**config.mk**
```make
export PLATFORM = sky130hd
export DESIGN_NAME = binary_to_decimal_ascii
export DESIGN_NICKNAME = d
export VERILOG_FILES = /design/src/hw/rtl/btda_pkg.sv /design/src/hw/rtl/binary_to_decimal_ascii.sv /design/src/hw/rtl/btda_convert.sv /design/src/hw/rtl/btda_queue.sv /design/src/hw/rtl/btda_emit.sv
export SDC_FILE = /design/constraint.sdc
export NUM_CORES = 1
export LEC_CHECK = 0
export ABC_AREA = 1
export CAP_MARGIN = 20
export CELL_PAD_IN_SITES_DETAIL_PLACEMENT = 0
export CELL_PAD_IN_SITES_GLOBAL_PLACEMENT = 1
export CORE_MARGIN = 3
export CORE_UTILIZATION = 49
export DETAILED_ROUTE_END_ITERATION = 7
export DONT_BUFFER_PORTS = 1
export GPL_TIMING_DRIVEN = 0
export PLACE_DENSITY_LB_ADDON = 0.1
export SLEW_MARGIN = 20
export SYNTH_ARGS = -nofsm -noshare
export SYNTH_HDL_FRONTEND = slang
export SYNTH_SLANG_ARGS = --single-unit
```
**constraint.sdc**
```tcl
create_clock -name clk_i -period 4.7 [get_ports clk_i]
set_clock_uncertainty 0.2 [all_clocks]
set_input_delay 0.47 -clock clk_i [delete_from_list [all_inputs] [get_ports clk_i]]
set_output_delay 0.47 -clock clk_i [all_outputs]
set_load 0.02 [all_outputs]
```
**src/hw/rtl/btda_pkg.sv**
```systemverilog
// Shared constants, types and helpers for the binary to decimal ASCII converter.
// The front, queue, back and top level files all use this package.
`timescale 1ns / 1ps

package btda_pkg;

  localparam int VALUE_W      = 32;
  localparam int MAX_DIGITS   = 10;
  localparam int BCD_W        = MAX_DIGITS * 4;
  localparam int BITS_PER_CYC = 4;
  localparam int CONV_CYCLES  = VALUE_W / BITS_PER_CYC;
  localparam int CNT_W        = (CONV_CYCLES > 1) ? $clog2(CONV_CYCLES) : 1;
  localparam int IDX_W        = (MAX_DIGITS > 1) ? $clog2(MAX_DIGITS) : 1;
  localparam int QUEUE_DEPTH  = 2;
  localparam int QPTR_W       = 1;
  localparam int QCNT_W       = 2;
  localparam int DIGIT_W      = 6;
  localparam int TDATA_IN_W   = 32;
  localparam int TDATA_OUT_W  = 8;

  localparam logic [DIGIT_W-1:0] ASCII_ZERO = 6'd48;

  // One converted number: packed BCD digits and the position of the top digit
  typedef struct packed {
    logic [BCD_W-1:0] bcd;
    logic [IDX_W-1:0] top;
  } word_t;

  // Occupancy flags of the queue seen by both of its neighbours
  typedef struct packed {
    logic full;
    logic empty;
  } queue_status_t;

  // One shift-add-3 step: correct every digit of five or more, then shift in din
  function automatic logic [BCD_W-1:0] dabble_step(input logic [BCD_W-1:0] bcd,
                                                   input logic din);
    logic [BCD_W-1:0] adj;
    logic [3:0]       d;
    adj = bcd;
    for (int n = 0; n < MAX_DIGITS; n++) begin
      d = bcd[n*4 +: 4];
      if (d >= 4'd5) begin
        adj[n*4 +: 4] = d + 4'd3;
      end
    end
    return {adj[BCD_W-2:0], din};
  endfunction

  // Position of the highest non-zero digit, zero if all digits are zero
  function automatic logic [IDX_W-1:0] top_digit(input logic [BCD_W-1:0] bcd);
    logic [IDX_W-1:0] top;
    top = '0;
    for (int n = 0; n < MAX_DIGITS; n++) begin
      if (bcd[n*4 +: 4] != 4'd0) begin
        top = IDX_W'(n);
      end
    end
    return top;
  endfunction

endpackage

```
**src/hw/rtl/binary_to_decimal_ascii.sv**
```systemverilog
// Top level of the binary to decimal ASCII converter.
// Depends on btda_pkg, btda_convert, btda_queue and btda_emit.
//
// Usage:
//   Input stream (s_axis_*): one transfer carries one unsigned 32-bit number.
//   Output stream (m_axis_*): one transfer per decimal digit, most significant
//   first, ASCII '0' to '9', leading zeros suppressed; zero gives a lone '0'.
//   m_axis_tlast marks the final, least significant digit of each number.
//   The first digit follows the input transfer through the shift-add-3
//   conversion, the push into the queue and the load of the digit walker.
//   The converter takes a new number only once the last one is converted, as
//   it pushes that one into the queue; the output side sends one digit per
//   cycle while m_axis_tready is high. The two-entry queue lets the
//   converter run ahead while the receiver stalls.
//   Reset: all control state clears; nothing is pending afterwards.
//   Stall: with m_axis_tready low the digit on show holds; s_axis_tready is
//   low while a conversion runs and stays low after it while the queue is full.
`timescale 1ns / 1ps

module binary_to_decimal_ascii (
  input  logic                                 clk_i,
  input  logic                                 rst_ni,
  input  logic                                 s_axis_tvalid,
  output logic                                 s_axis_tready,
  input  logic [btda_pkg::TDATA_IN_W-1:0]      s_axis_tdata,   // [31:0] value
  output logic                                 m_axis_tvalid,
  input  logic                                 m_axis_tready,
  output logic [btda_pkg::TDATA_OUT_W-1:0]     m_axis_tdata,   // [5:0] ascii_digit, [7:6] zero
  output logic                                 m_axis_tlast    // last_digit
);

  logic                               push, pop;
  btda_pkg::word_t                    push_word, head;
  btda_pkg::queue_status_t            q_status;
  logic [btda_pkg::DIGIT_W-1:0]       digit;

  // Front: take numbers in and convert them to BCD
  btda_convert u_convert (
    .clk_i       (clk_i),
    .rst_ni      (rst_ni),
    .in_valid_i  (s_axis_tvalid),
    .in_ready_o  (s_axis_tready),
    .in_value_i  (s_axis_tdata[btda_pkg::VALUE_W-1:0]),
    .q_status_i  (q_status),
    .push_o      (push),
    .push_word_o (push_word)
  );

  // Hold finished words until the digit walker is free
  btda_queue u_queue (
    .clk_i       (clk_i),
    .rst_ni      (rst_ni),
    .push_i      (push),
    .push_word_i (push_word),
    .pop_i       (pop),
    .head_o      (head),
    .status_o    (q_status)
  );

  // Back: send digits from the top non-zero one down to the units digit
  btda_emit u_emit (
    .clk_i       (clk_i),
    .rst_ni      (rst_ni),
    .head_i      (head),
    .q_status_i  (q_status),
    .pop_o       (pop),
    .out_valid_o (m_axis_tvalid),
    .out_ready_i (m_axis_tready),
    .out_digit_o (digit),
    .out_last_o  (m_axis_tlast)
  );

  // Pad the digit up to a whole byte
  assign m_axis_tdata = {(btda_pkg::TDATA_OUT_W - btda_pkg::DIGIT_W)'(0), digit};

endmodule

```
**src/hw/rtl/btda_convert.sv**
```systemverilog
// Front end: accepts a binary value and converts it to packed BCD by shift-add-3.
// Uses btda_pkg; pushes each finished word into btda_queue.
`timescale 1ns / 1ps

module btda_convert (
  input  logic                            clk_i,
  input  logic                            rst_ni,
  input  logic                            in_valid_i,
  output logic                            in_ready_o,
  input  logic [btda_pkg::VALUE_W-1:0]    in_value_i,
  input  btda_pkg::queue_status_t         q_status_i,
  output logic                            push_o,
  output btda_pkg::word_t                 push_word_o
);

  typedef enum logic [2:0] {
    CV_IDLE = 3'b001,
    CV_RUN  = 3'b010,
    CV_DONE = 3'b100
  } conv_state_e;

  conv_state_e                      state_q, state_d;
  logic [btda_pkg::CNT_W-1:0]       cnt_q, cnt_d;
  logic [btda_pkg::VALUE_W-1:0]     bin_q, bin_d, bin_n;
  logic [btda_pkg::BCD_W-1:0]       bcd_q, bcd_d, bcd_n;
  logic                             accept;

  // Four shift-add-3 steps per cycle
  always_comb begin
    bcd_n = bcd_q;
    bin_n = bin_q;
    for (int k = 0; k < btda_pkg::BITS_PER_CYC; k++) begin
      bcd_n = btda_pkg::dabble_step(bcd_n, bin_n[btda_pkg::VALUE_W-1]);
      bin_n = {bin_n[btda_pkg::VALUE_W-2:0], 1'b0};
    end
  end

  assign push_o           = (state_q == CV_DONE) && !q_status_i.full;
  assign in_ready_o       = (state_q == CV_IDLE) || push_o;
  assign accept           = in_valid_i && in_ready_o;
  assign push_word_o.bcd  = bcd_q;
  assign push_word_o.top  = btda_pkg::top_digit(bcd_q);

  always_comb begin
    state_d = state_q;
    cnt_d   = cnt_q;
    bin_d   = bin_q;
    bcd_d   = bcd_q;
    case (state_q)
      CV_IDLE: begin
        if (accept) begin
          state_d = CV_RUN;
        end
      end
      CV_RUN: begin
        bin_d = bin_n;
        bcd_d = bcd_n;
        cnt_d = cnt_q + 1'b1;
        if (cnt_q == btda_pkg::CNT_W'(btda_pkg::CONV_CYCLES - 1)) begin
          state_d = CV_DONE;
        end
      end
      CV_DONE: begin
        if (accept) begin
          state_d = CV_RUN;
        end else if (push_o) begin
          state_d = CV_IDLE;
        end
      end
      default: state_d = CV_IDLE;
    endcase
    // Load a fresh value whenever one is taken in
    if (accept) begin
      bin_d = in_value_i;
      bcd_d = '0;
      cnt_d = '0;
    end
  end

  always_ff @(posedge clk_i or negedge rst_ni) begin
    if (!rst_ni) begin
      state_q <= CV_IDLE;
      cnt_q   <= '0;
    end else begin
      state_q <= state_d;
      cnt_q   <= cnt_d;
    end
  end

  always_ff @(posedge clk_i) begin
    bin_q <= bin_d;
    bcd_q <= bcd_d;
  end

endmodule

```
**src/hw/rtl/btda_queue.sv**
```systemverilog
// Two-entry queue of converted words between the front and back ends.
// Uses btda_pkg for the word type and status struct.
`timescale 1ns / 1ps

module btda_queue (
  input  logic                     clk_i,
  input  logic                     rst_ni,
  input  logic                     push_i,
  input  btda_pkg::word_t          push_word_i,
  input  logic                     pop_i,
  output btda_pkg::word_t          head_o,
  output btda_pkg::queue_status_t  status_o
);

  btda_pkg::word_t                  mem_q [btda_pkg::QUEUE_DEPTH];
  logic [btda_pkg::QPTR_W-1:0]      wr_ptr_q, rd_ptr_q;
  logic [btda_pkg::QCNT_W-1:0]      count_q, count_d;

  assign status_o.full  = (count_q == btda_pkg::QCNT_W'(btda_pkg::QUEUE_DEPTH));
  assign status_o.empty = (count_q == '0);
  assign head_o         = mem_q[rd_ptr_q];

  always_comb begin
    count_d = count_q;
    case ({push_i, pop_i})
      2'b10:   count_d = count_q + 1'b1;
      2'b01:   count_d = count_q - 1'b1;
      default: count_d = count_q;
    endcase
  end

  always_ff @(posedge clk_i or negedge rst_ni) begin
    if (!rst_ni) begin
      wr_ptr_q <= '0;
      rd_ptr_q <= '0;
      count_q  <= '0;
    end else begin
      count_q <= count_d;
      if (push_i) begin
        wr_ptr_q <= wr_ptr_q + 1'b1;
      end
      if (pop_i) begin
        rd_ptr_q <= rd_ptr_q + 1'b1;
      end
    end
  end

  always_ff @(posedge clk_i) begin
    if (push_i) begin
      mem_q[wr_ptr_q] <= push_word_i;
    end
  end

endmodule

```
**src/hw/rtl/btda_emit.sv**
```systemverilog
// Back end: walks a converted word from its top digit down, one ASCII digit a transfer.
// Uses btda_pkg; pops words from btda_queue.
`timescale 1ns / 1ps

module btda_emit (
  input  logic                            clk_i,
  input  logic                            rst_ni,
  input  btda_pkg::word_t                 head_i,
  input  btda_pkg::queue_status_t         q_status_i,
  output logic                            pop_o,
  output logic                            out_valid_o,
  input  logic                            out_ready_i,
  output logic [btda_pkg::DIGIT_W-1:0]    out_digit_o,
  output logic                            out_last_o
);

  logic                             busy_q;
  logic [btda_pkg::IDX_W-1:0]       idx_q;
  logic [btda_pkg::BCD_W-1:0]       bcd_q;
  logic                             xfer;
  logic [3:0]                       digit;

  assign xfer        = busy_q && out_ready_i;
  assign out_last_o  = (idx_q == '0);
  assign pop_o       = !q_status_i.empty && (!busy_q || (xfer && out_last_o));
  assign out_valid_o = busy_q;
  assign digit       = bcd_q[idx_q*4 +: 4];
  assign out_digit_o = btda_pkg::ASCII_ZERO + {2'b00, digit};

  always_ff @(posedge clk_i or negedge rst_ni) begin
    if (!rst_ni) begin
      busy_q <= 1'b0;
      idx_q  <= '0;
    end else if (pop_o) begin
      busy_q <= 1'b1;
      idx_q  <= head_i.top;
    end else if (xfer) begin
      if (out_last_o) begin
        busy_q <= 1'b0;
      end else begin
        idx_q <= idx_q - 1'b1;
      end
    end
  end

  always_ff @(posedge clk_i) begin
    if (pop_o) begin
      bcd_q <= head_i.bcd;
    end
  end

endmodule

```
==> tab_implementation.tex, run 1 <==
\begin{tabular}{lr}
\hline
Metric & Value \\
\hline
\multicolumn{2}{l}{\textbf{Global route}} \\
Initial antenna violation count & 0 \\
First-pass GRT wire length & roughly 46000 µm \\
Global route overflow & 0 \\
Via count of the first global-routing pass & 9074 \\
Overall fraction of global-route tracks in use & 0.214 \\
Maximum number of pins on one net before global-route repair & 42 \\
\multicolumn{2}{l}{\textbf{Die}} \\
Number of top-level design ports & 47 \\
Standard-cell row count & 56 \\
Core Area & 23900 µm² \\
Initial Util & 0.507 \\
Horizontal extent of the die & 163 µm \\
Total die area & about 27000 µm² \\
Die height & 163 µm \\
\multicolumn{2}{l}{\textbf{Clock tree}} \\
Number of buffers on the longest clock path & 3 \\
CTS clk-pin slew, worst paths & 0.06 ns \\
Clock root buffer master & sky130\_fd\_sc\_hd\_\_clkbuf\_16 \\
Count of instances resized after the clock tree is built & 0 \\
Clock latency on the worst-skew pair & around 0.50 ns \\
H-tree levels & 1 \\
Post-CTS setup buffers & 0 \\
Clock tree from TritonCTS & yes \\
Num Clock Sinks & 215 \\
Total clock buffers created by CTS & 22 \\
\multicolumn{2}{l}{\textbf{Timing}} \\
Total count of max-transition violations in the final report & 0 \\
Setup repair after global routing missed its margin & false \\
Fin crit period & between 3 and 4 ns \\
Max Fclk & 264 MHz \\
Post-layout worst setup margin & 0.918 ns \\
Final Cycle Share & 0.805 \\
Hold Violations, Final & 0 \\
Worst rel slew slack & 0.308 \\
Worst slew pin tran & 1.04 ns \\
Final setup viols & 0 \\
\multicolumn{2}{l}{\textbf{Setup path}} \\
Arrival time of the worst setup path & 3.96 ns \\
Delay contributed by the slowest stage of the critical path & $\sim$0.42 ns \\
Kind of cell adding the most delay to the critical path & buffers and inverters \\
Kind of capture point of the worst setup path & flip-flop \\
Cells along the critical path & clkbuf\_1, clkinv\_1, ha\_1, nand3\_1, inv\_1, nand2\_1, nand2\_1, o21ai\_0, inv\_2, ha\_1, a21oi\_1, o21ai\_0, xor2\_1 \\
Start-to-end type of the worst setup path & reg -> reg \\
Required time worst endpoint & between 4 and 5 ns \\
Crit-path max FO & 18 \\
Worst reg2reg path startpoint & u\_emit.idx\_q[1] \\
Critical path origin & u\_emit.idx\_q[1] \\
Worst Path Buf+Inv & 4 \\
Stages on the worst setup path & 13 \\
Depth of the worst register-to-register path & 13 \\
Cell at the slowest stage of the critical path & sky130\_fd\_sc\_hd\_\_ha\_1 \\
Critical Path Start Type & flip-flop \\
\multicolumn{2}{l}{\textbf{Route}} \\
DRC & 0 \\
Final routed wire length divided by cell count & roughly 15 µm \\
Detailed-route via count & between 9000 and 10000 \\
Vias per cell & between 5 and 6 \\
Number of optimization iterations in the first detailed-route pass & 5 \\
Total Wirelength & between 20000 and 30000 µm \\
Initial DRC count & 764 \\
Antenna Violating Nets Remaining & 0 \\
\multicolumn{2}{l}{\textbf{Run}} \\
Reported max-cap violation count & 0 \\
\multicolumn{2}{l}{\textbf{Placement}} \\
Input/output buffers & 0 \\
Half-perimeter wire length after detailed placement & 20200 µm \\
Pre-CTS worst setup slack & approximately 0.95 ns \\
Routability congestion estimate & 0.861 \\
\multicolumn{2}{l}{\textbf{Final layout}} \\
Synthesis-to-layout area growth & 13.0\% \\
Nets & 1619 \\
Fraction of layout instances using a drive strength above 1 & 0.107 \\
Most common library cell in the layout ignoring fill and taps & sky130\_fd\_sc\_hd\_\_nand2\_1 \\
Commonest non-fill, non-tap cells in the layout & sky130\_fd\_sc\_hd\_\_nand2\_1, sky130\_fd\_sc\_hd\_\_inv\_1, sky130\_fd\_sc\_hd\_\_edfxtp\_1 \\
Count of antenna diodes in the layout & 0 \\
FILL cells & 2199 \\
\multicolumn{2}{l}{\textbf{Status}} \\
Result of the run & completed \\
\multicolumn{2}{l}{\textbf{Hold path}} \\
Worst hold path class & in -> reg \\
Number of stages on the worst hold path & 2 \\
Launch instance of the worst min-delay path & m\_axis\_tready \\
\multicolumn{2}{l}{\textbf{Synthesis}} \\
Cell count after synthesis & between 1000 and 1500 \\
Number of warnings issued by yosys & 0 \\
Sequential fraction of the synthesis area & 0.494 \\
Synth cell types & 48 \\
Total of flip-flops plus latches after synthesis & around 220 \\
Cell area after synthesis & 12100 µm² \\
Syn Area/Cell & 8.21 µm² \\
\hline
\end{tabular}
metrics by stage:
stage / util / area, µm² / setup TNS (ns) / hold WS (ns) / cells
after floorplan: - / 12100 / 0 / -0.0256 / 1478
after global placement: 0.524 / 12500 / -14.74 / -0.0248 / 1797
after detailed placement: 0.528 / 12600 / 0 / -0.0247 / 1800
after CTS: 0.573 / 13700 / 0 / 0.0211 / 1874
after global routing: 0.573 / 13700 / 0 / 0.0846 / 1874
final: 0.573 / 13700 / 0 / 0.0698 / 1874
routing by layer:
layer | vias up | GRT usage | wire length [µm]
met1 | 4455 | 0.315 | 13800
met4 | 0 | 0.0446 | 514
met3 | 39 | 0.0259 | 1180
li1 | 4984 | - | -
met2 | 158 | 0.344 | 12400
met5 | - | 0 | 0
state kept, by name, summed over array words and instances (netlist names):
signal / flops
u_queue.mem_q: 88
u_convert.bcd_q: 40
u_emit.bcd_q: 40
u_convert.bin_q: 32
u_emit.idx_q: 4
u_convert.cnt_q: 3
u_convert.state_q: 3
u_queue.count_q: 2
u_emit.out_valid_o: 1
u_queue.rd_ptr_q: 1
u_queue.wr_ptr_q: 1
worst paths after layout:
path / to / slack [ns]
worst max register to register: u_queue.count_q[1] / 0.92
min in group asynchronous: u_queue.rd_ptr_q / 0.30
worst min-delay path: u_emit.idx_q[1] / 0.07
worst max-delay path: u_queue.count_q[1] / 0.92
worst min register to register: u_queue.mem_q[1][13] / 0.27
max in group asynchronous: u_queue.wr_ptr_q / 3.49
synth_stat cells (all sizes together):
library cell	instances	area (µm²)
nand3	143	823
a31oi	1	6.26
nand4	19	119
ha	44	551
nand2	570	2270
dfrtp	14	350
xor2	7	80.1
dfstp	1	26.3
a21oi	30	150
xnor2	1	8.76
mux2i	3	30.0
o221ai	6	52.6
o22ai	14	87.6
conb	2	7.51
nand3b	4	30.0
o21ai	79	455
inv	184	691
clkinv	3	11.3
buf	14	77.6
nor3	8	40.0
dfxtp	40	801
a22oi	3	22.5
or2	6	37.5
a311oi	1	8.76
nor2	69	269
and2	6	40.0
mux2	1	11.3
clkbuf	19	71.3
o21bai	7	52.6
o31ai	1	7.51
a31o	1	8.76
a21o	6	45.0
edfxtp	160	4800
o211ai	9	67.6
worst register-to-register path: cells and delay by family (launching register included):
family | cells | cell delay, ns
AND/OR/NAND/NOR | 3 | 0.33
buffers and inverters | 4 | 1.31
AO/OA/AOI/OAI | 3 | 0.61
adder cells (fa/ha/maj) | 2 | 0.77
flip-flops | 1 | 0.32
XOR/XNOR | 1 | 0.15
timing repair:
action	in CTS	in global routing
hold buffers	34	0
hold endpoints to repair	48	0
endpoints found under the setup margin	0	0
cells by family after synthesis:
family	Yosys count	synth area share
fa+ha+maj	44	0.0454
compound gates	158	0.0796
other cells	2	0.000620
simple gates	825	0.300
mux	4	0.00341
flops	215	0.494
buf+inv	220	0.0702
xor+xnor	8	0.00733
final cells by class:
| cell class | instances | area [µm²] | share of cell area |
|---|---|---|---|
| Clock inverter | 7 | 65.1 | 0.00475 |
| Inverter | 187 | 702 | 0.0512 |
| Buffer | 33 | 149 | 0.0109 |
| Sequential cell | 215 | 5980 | 0.437 |
| Clock buffer | 33 | 683 | 0.0499 |
| Tap cell | 319 | 399 | 0.0291 |
| Timing Repair Buffer | 37 | 408 | 0.0298 |
| Multi-Input combinational cell | 1043 | 5310 | 0.388 |
Power of run 1 is left out: the tool's default activity adds up to more than one toggle a clock period on the data nets, which glitch-free logic cannot reach.
==> run 2, diff against run 1 <==
--- a/config.mk
+++ b/config.mk
@@ -10,7 +10,7 @@
 export CELL_PAD_IN_SITES_DETAIL_PLACEMENT = 0
 export CELL_PAD_IN_SITES_GLOBAL_PLACEMENT = 1
 export CORE_MARGIN = 3
-export CORE_UTILIZATION = 49
+export CORE_UTILIZATION = 44
 export DETAILED_ROUTE_END_ITERATION = 7
 export DONT_BUFFER_PORTS = 1
 export GPL_TIMING_DRIVEN = 0
==> constraint.sdc (replaced) <==
create_clock -name clk_i -period 3.2 [get_ports clk_i]
set_clock_uncertainty 0.2 [all_clocks]
set_input_delay 0.32 -clock clk_i [delete_from_list [all_inputs] [get_ports clk_i]]
set_output_delay 0.32 -clock clk_i [all_outputs]
set_load 0.02 [all_outputs]
==> tab_implementation.tex, run 2 (synthesized netlist as in run 1, its figures left out) <==
\begin{tabular}{lr}
\hline
Metric & Value \\
\hline
\multicolumn{2}{l}{\textbf{Die}} \\
Core Area & 27000 µm² (+13\%) \\
Horizontal extent of the die & 172 µm (+5.3\%) \\
Initial Util & 0.448 (-0.0588) \\
Total die area & 29600 µm² (+11\%) \\
Die height & 172 µm (+5.3\%) \\
Number of top-level design ports & 47 (unchanged) \\
Standard-cell row count & 60 (+7.1\%) \\
\multicolumn{2}{l}{\textbf{Route}} \\
Detailed-route via count & 9908 (+2.8\%) \\
DRC & 0 (unchanged) \\
Number of optimization iterations in the first detailed-route pass & 5 (unchanged) \\
Total Wirelength & 30300 µm (+8.7\%) \\
Initial DRC count & 552 (-28\%) \\
Vias per cell & 5.06 (-1.6\%) \\
Antenna Violating Nets Remaining & 0 (unchanged) \\
Final routed wire length divided by cell count & 15.5 µm (+4.0\%) \\
\multicolumn{2}{l}{\textbf{Clock tree}} \\
Total clock buffers created by CTS & 22 (unchanged) \\
Number of buffers on the longest clock path & 3 (unchanged) \\
H-tree levels & 1 (unchanged) \\
CTS clk-pin slew, worst paths & 0.06 ns (about the same) \\
Clock root buffer master & sky130\_fd\_sc\_hd\_\_clkbuf\_16 \\
Clock tree from TritonCTS & yes \\
Num Clock Sinks & 215 (unchanged) \\
Clock latency on the worst-skew pair & 0.51 ns (about the same) \\
\multicolumn{2}{l}{\textbf{Final layout}} \\
Utilization of the core after routing & 0.554 (-0.0188) \\
Nets & 1681 (+3.8\%) \\
Synthesis-to-layout area growth & 23.6\% \\
Largest registers & u\_queue.mem\_q: 88 flops, u\_convert.bcd\_q: 40 flops, u\_emit.bcd\_q: 40 flops \\
Area used by multi-input combinational logic & 5990 µm² (+13\%) \\
FILL cells & 2452 (+12\%) \\
Fraction of layout instances using a drive strength above 1 & 0.245 (+0.138) \\
Combined flip-flop and latch cell area & 6050 µm² (+1.1\%) \\
Flip-flop count of the largest register, all copies and words added & 88 (unchanged) \\
Count of antenna diodes in the layout & 0 (unchanged) \\
Top register by number of flip-flops & u\_queue.mem\_q \\
Commonest non-fill, non-tap cells in the layout & sky130\_fd\_sc\_hd\_\_nand2\_1, sky130\_fd\_sc\_hd\_\_edfxtp\_1, sky130\_fd\_sc\_hd\_\_inv\_1 \\
Most common library cell in the layout ignoring fill and taps & sky130\_fd\_sc\_hd\_\_nand2\_1 \\
\multicolumn{2}{l}{\textbf{Timing}} \\
Total count of max-transition violations in the final report & 0 (unchanged) \\
Max Fclk & 319 MHz (+20\%) \\
Hold Violations, Final & 0 (unchanged) \\
Total Negative Setup Slacks & 0 ns (unchanged) \\
Fin crit period & 3.14 ns (-0.643 ns) \\
Worst rel slew slack & 0.425 (+0.117) \\
Final hold slack & 0.162 ns (+0.0922 ns) \\
Final setup viols & 0 (unchanged) \\
Final Cycle Share & 0.981 (+0.176) \\
Setup repair after global routing missed its margin & true \\
Worst slew pin tran & 0.859 ns (-0.179 ns) \\
Post-layout worst setup margin & 0.0608 ns (-0.857 ns) \\
\multicolumn{2}{l}{\textbf{Setup path}} \\
Critical Path Start Type & flip-flop \\
Required time worst endpoint & 3.40 ns (-1.48 ns) \\
Arrival time of the worst setup path & 3.34 ns (-0.62 ns) \\
Worst reg2reg path startpoint & u\_convert.bcd\_q[36] \\
Critical path origin & u\_convert.bcd\_q[36] \\
Worst Path Buf+Inv & 2 (-2) \\
Delay contributed by the slowest stage of the critical path & 0.37 ns (-0.05 ns) \\
Crit-path max FO & 5 (-13) \\
Cell at the slowest stage of the critical path & sky130\_fd\_sc\_hd\_\_dfxtp\_4 \\
Kind of capture point of the worst setup path & flip-flop \\
Start-to-end type of the worst setup path & reg -> reg \\
Worst path most repeated cell & sky130\_fd\_sc\_hd\_\_nand2\_2 \\
Kind of cell adding the most delay to the critical path & simple AND/OR/NAND/NOR gates \\
\multicolumn{2}{l}{\textbf{Global route}} \\
Initial antenna violation count & 0 (unchanged) \\
Maximum number of pins on one net before global-route repair & 42 (unchanged) \\
Global route overflow & 0 (unchanged) \\
First-pass GRT wire length & 47300 µm (+3.4\%) \\
Overall fraction of global-route tracks in use & 0.201 (-0.0134) \\
Via count of the first global-routing pass & 9299 (+2.5\%) \\
\multicolumn{2}{l}{\textbf{Run}} \\
Reported max-cap violation count & 0 (unchanged) \\
\multicolumn{2}{l}{\textbf{Hold path}} \\
Worst hold path class & in -> async \\
\multicolumn{2}{l}{\textbf{Placement}} \\
Routability congestion estimate & 0.794 (-7.9\%) \\
Input/output buffers & 0 (unchanged) \\
Pre-CTS worst setup slack & -1.35 ns (-2.30 ns) \\
Half-perimeter wire length after detailed placement & 21100 µm (+4.4\%) \\
\multicolumn{2}{l}{\textbf{Status}} \\
Result of the run & completed \\
\hline
\end{tabular}
run 2: changes by cell type in the layout (fill, tap and decap cells not counted), moves of 13 or more:
| cell | delta |
|---|---|
| sky130_fd_sc_hd__buf_4 | +57 |
| sky130_fd_sc_hd__dfxtp_1 | -22 |
| sky130_fd_sc_hd__dfxtp_4 | +16 |
| sky130_fd_sc_hd__ha_1 | -18 |
| sky130_fd_sc_hd__inv_1 | -32 |
| sky130_fd_sc_hd__inv_2 | +24 |
| sky130_fd_sc_hd__nand2_1 | -57 |
| sky130_fd_sc_hd__nand2_2 | +47 |
| sky130_fd_sc_hd__nand3_1 | -26 |
| sky130_fd_sc_hd__nand3_2 | +13 |
| sky130_fd_sc_hd__nand3_4 | +13 |
run 2: layout make-up:
| type | count | share of cell area |
|---|---|---|
| flip-flops and latches | 215 | 0.404 |
| multi-input cells | 1043 | 0.400 |
| repair buffers | 97 | 0.0606 |
| inverters | 187 | 0.0483 |
| clock buffers | 34 | 0.0424 |
| well taps | 341 | 0.0285 |
| plain buffers | 32 | 0.0104 |
| clock inverters | 6 | 0.00476 |
| repair inverters | 3 | 0.00150 |
run 2: routing by layer:
| metal | global-route usage | wire (µm) | up-vias |
|---|---|---|---|
| met3 | 0.0254 | 1180 | 44 |
| met5 | 0 | 0 | - |
| met4 | 0.0361 | 527 | 0 |
| met1 | 0.298 | 15000 | 4589 |
| met2 | 0.322 | 13600 | 164 |
| li1 | - | - | 5111 |
run 2: final timing paths:
kind / to / slack (ns) / depth (start not counted)
max reg2reg: u_convert.bcd_q[38] / 0.06 / 26
min reg2reg: u_queue.mem_q[1][21] / 0.26 / 0
min in group clk_i: u_convert.bin_q[23] / 0.17 / 3
max in group asynchronous: u_queue.wr_ptr_q / 2.09 / 1
min: u_emit.idx_q[0] / 0.16 / 1
max: u_convert.bcd_q[38] / 0.06 / 26
run 2: worst reg2reg max path, stage by stage, from the launching register on:
cell and delay [ns]:
sky130_fd_sc_hd__dfxtp_4 0.37, sky130_fd_sc_hd__inv_4 0.05, sky130_fd_sc_hd__ha_4 0.15, sky130_fd_sc_hd__or2_4 0.27, sky130_fd_sc_hd__nand2_4 0.08, sky130_fd_sc_hd__nand2_2 0.06, sky130_fd_sc_hd__nand2_2 0.06, sky130_fd_sc_hd__ha_2 0.15
sky130_fd_sc_hd__nand3b_1 0.11, sky130_fd_sc_hd__nand2_2 0.07, sky130_fd_sc_hd__nand2_2 0.08, sky130_fd_sc_hd__nand2_2 0.06, sky130_fd_sc_hd__and2_4 0.16, sky130_fd_sc_hd__ha_4 0.15, sky130_fd_sc_hd__inv_2 0.03, sky130_fd_sc_hd__nand4_1 0.09
sky130_fd_sc_hd__nand2_2 0.11, sky130_fd_sc_hd__nand2_2 0.07, sky130_fd_sc_hd__nand2_2 0.08, sky130_fd_sc_hd__nand2_4 0.07, sky130_fd_sc_hd__ha_4 0.17, sky130_fd_sc_hd__nand2_2 0.06, sky130_fd_sc_hd__nand3_2 0.08, sky130_fd_sc_hd__nand2_2 0.08
sky130_fd_sc_hd__nand2_1 0.05, sky130_fd_sc_hd__nand3_1 0.07, sky130_fd_sc_hd__nand2_1 0.05
run 2: repair_timing:
action	4_1_cts	5_1_grt
gates cloned	3	0
setup endpoints to repair	143	102
hold buffers	35	0
endpoints found under the hold margin	51	0
setup buffers	12	46
gates resized for setup	55	191
pin swaps	17	71
run 2: metrics by stage:
step           area (µm²)  cells
2_1_floorplan       12100   1478
5_1_grt             15000   1958
3_3_place_gp        12600   1819
3_5_place_dp        12700   1823
6_report            15000   1958
4_1_cts             14000   1912
Power of run 2 is left out for the same reason.
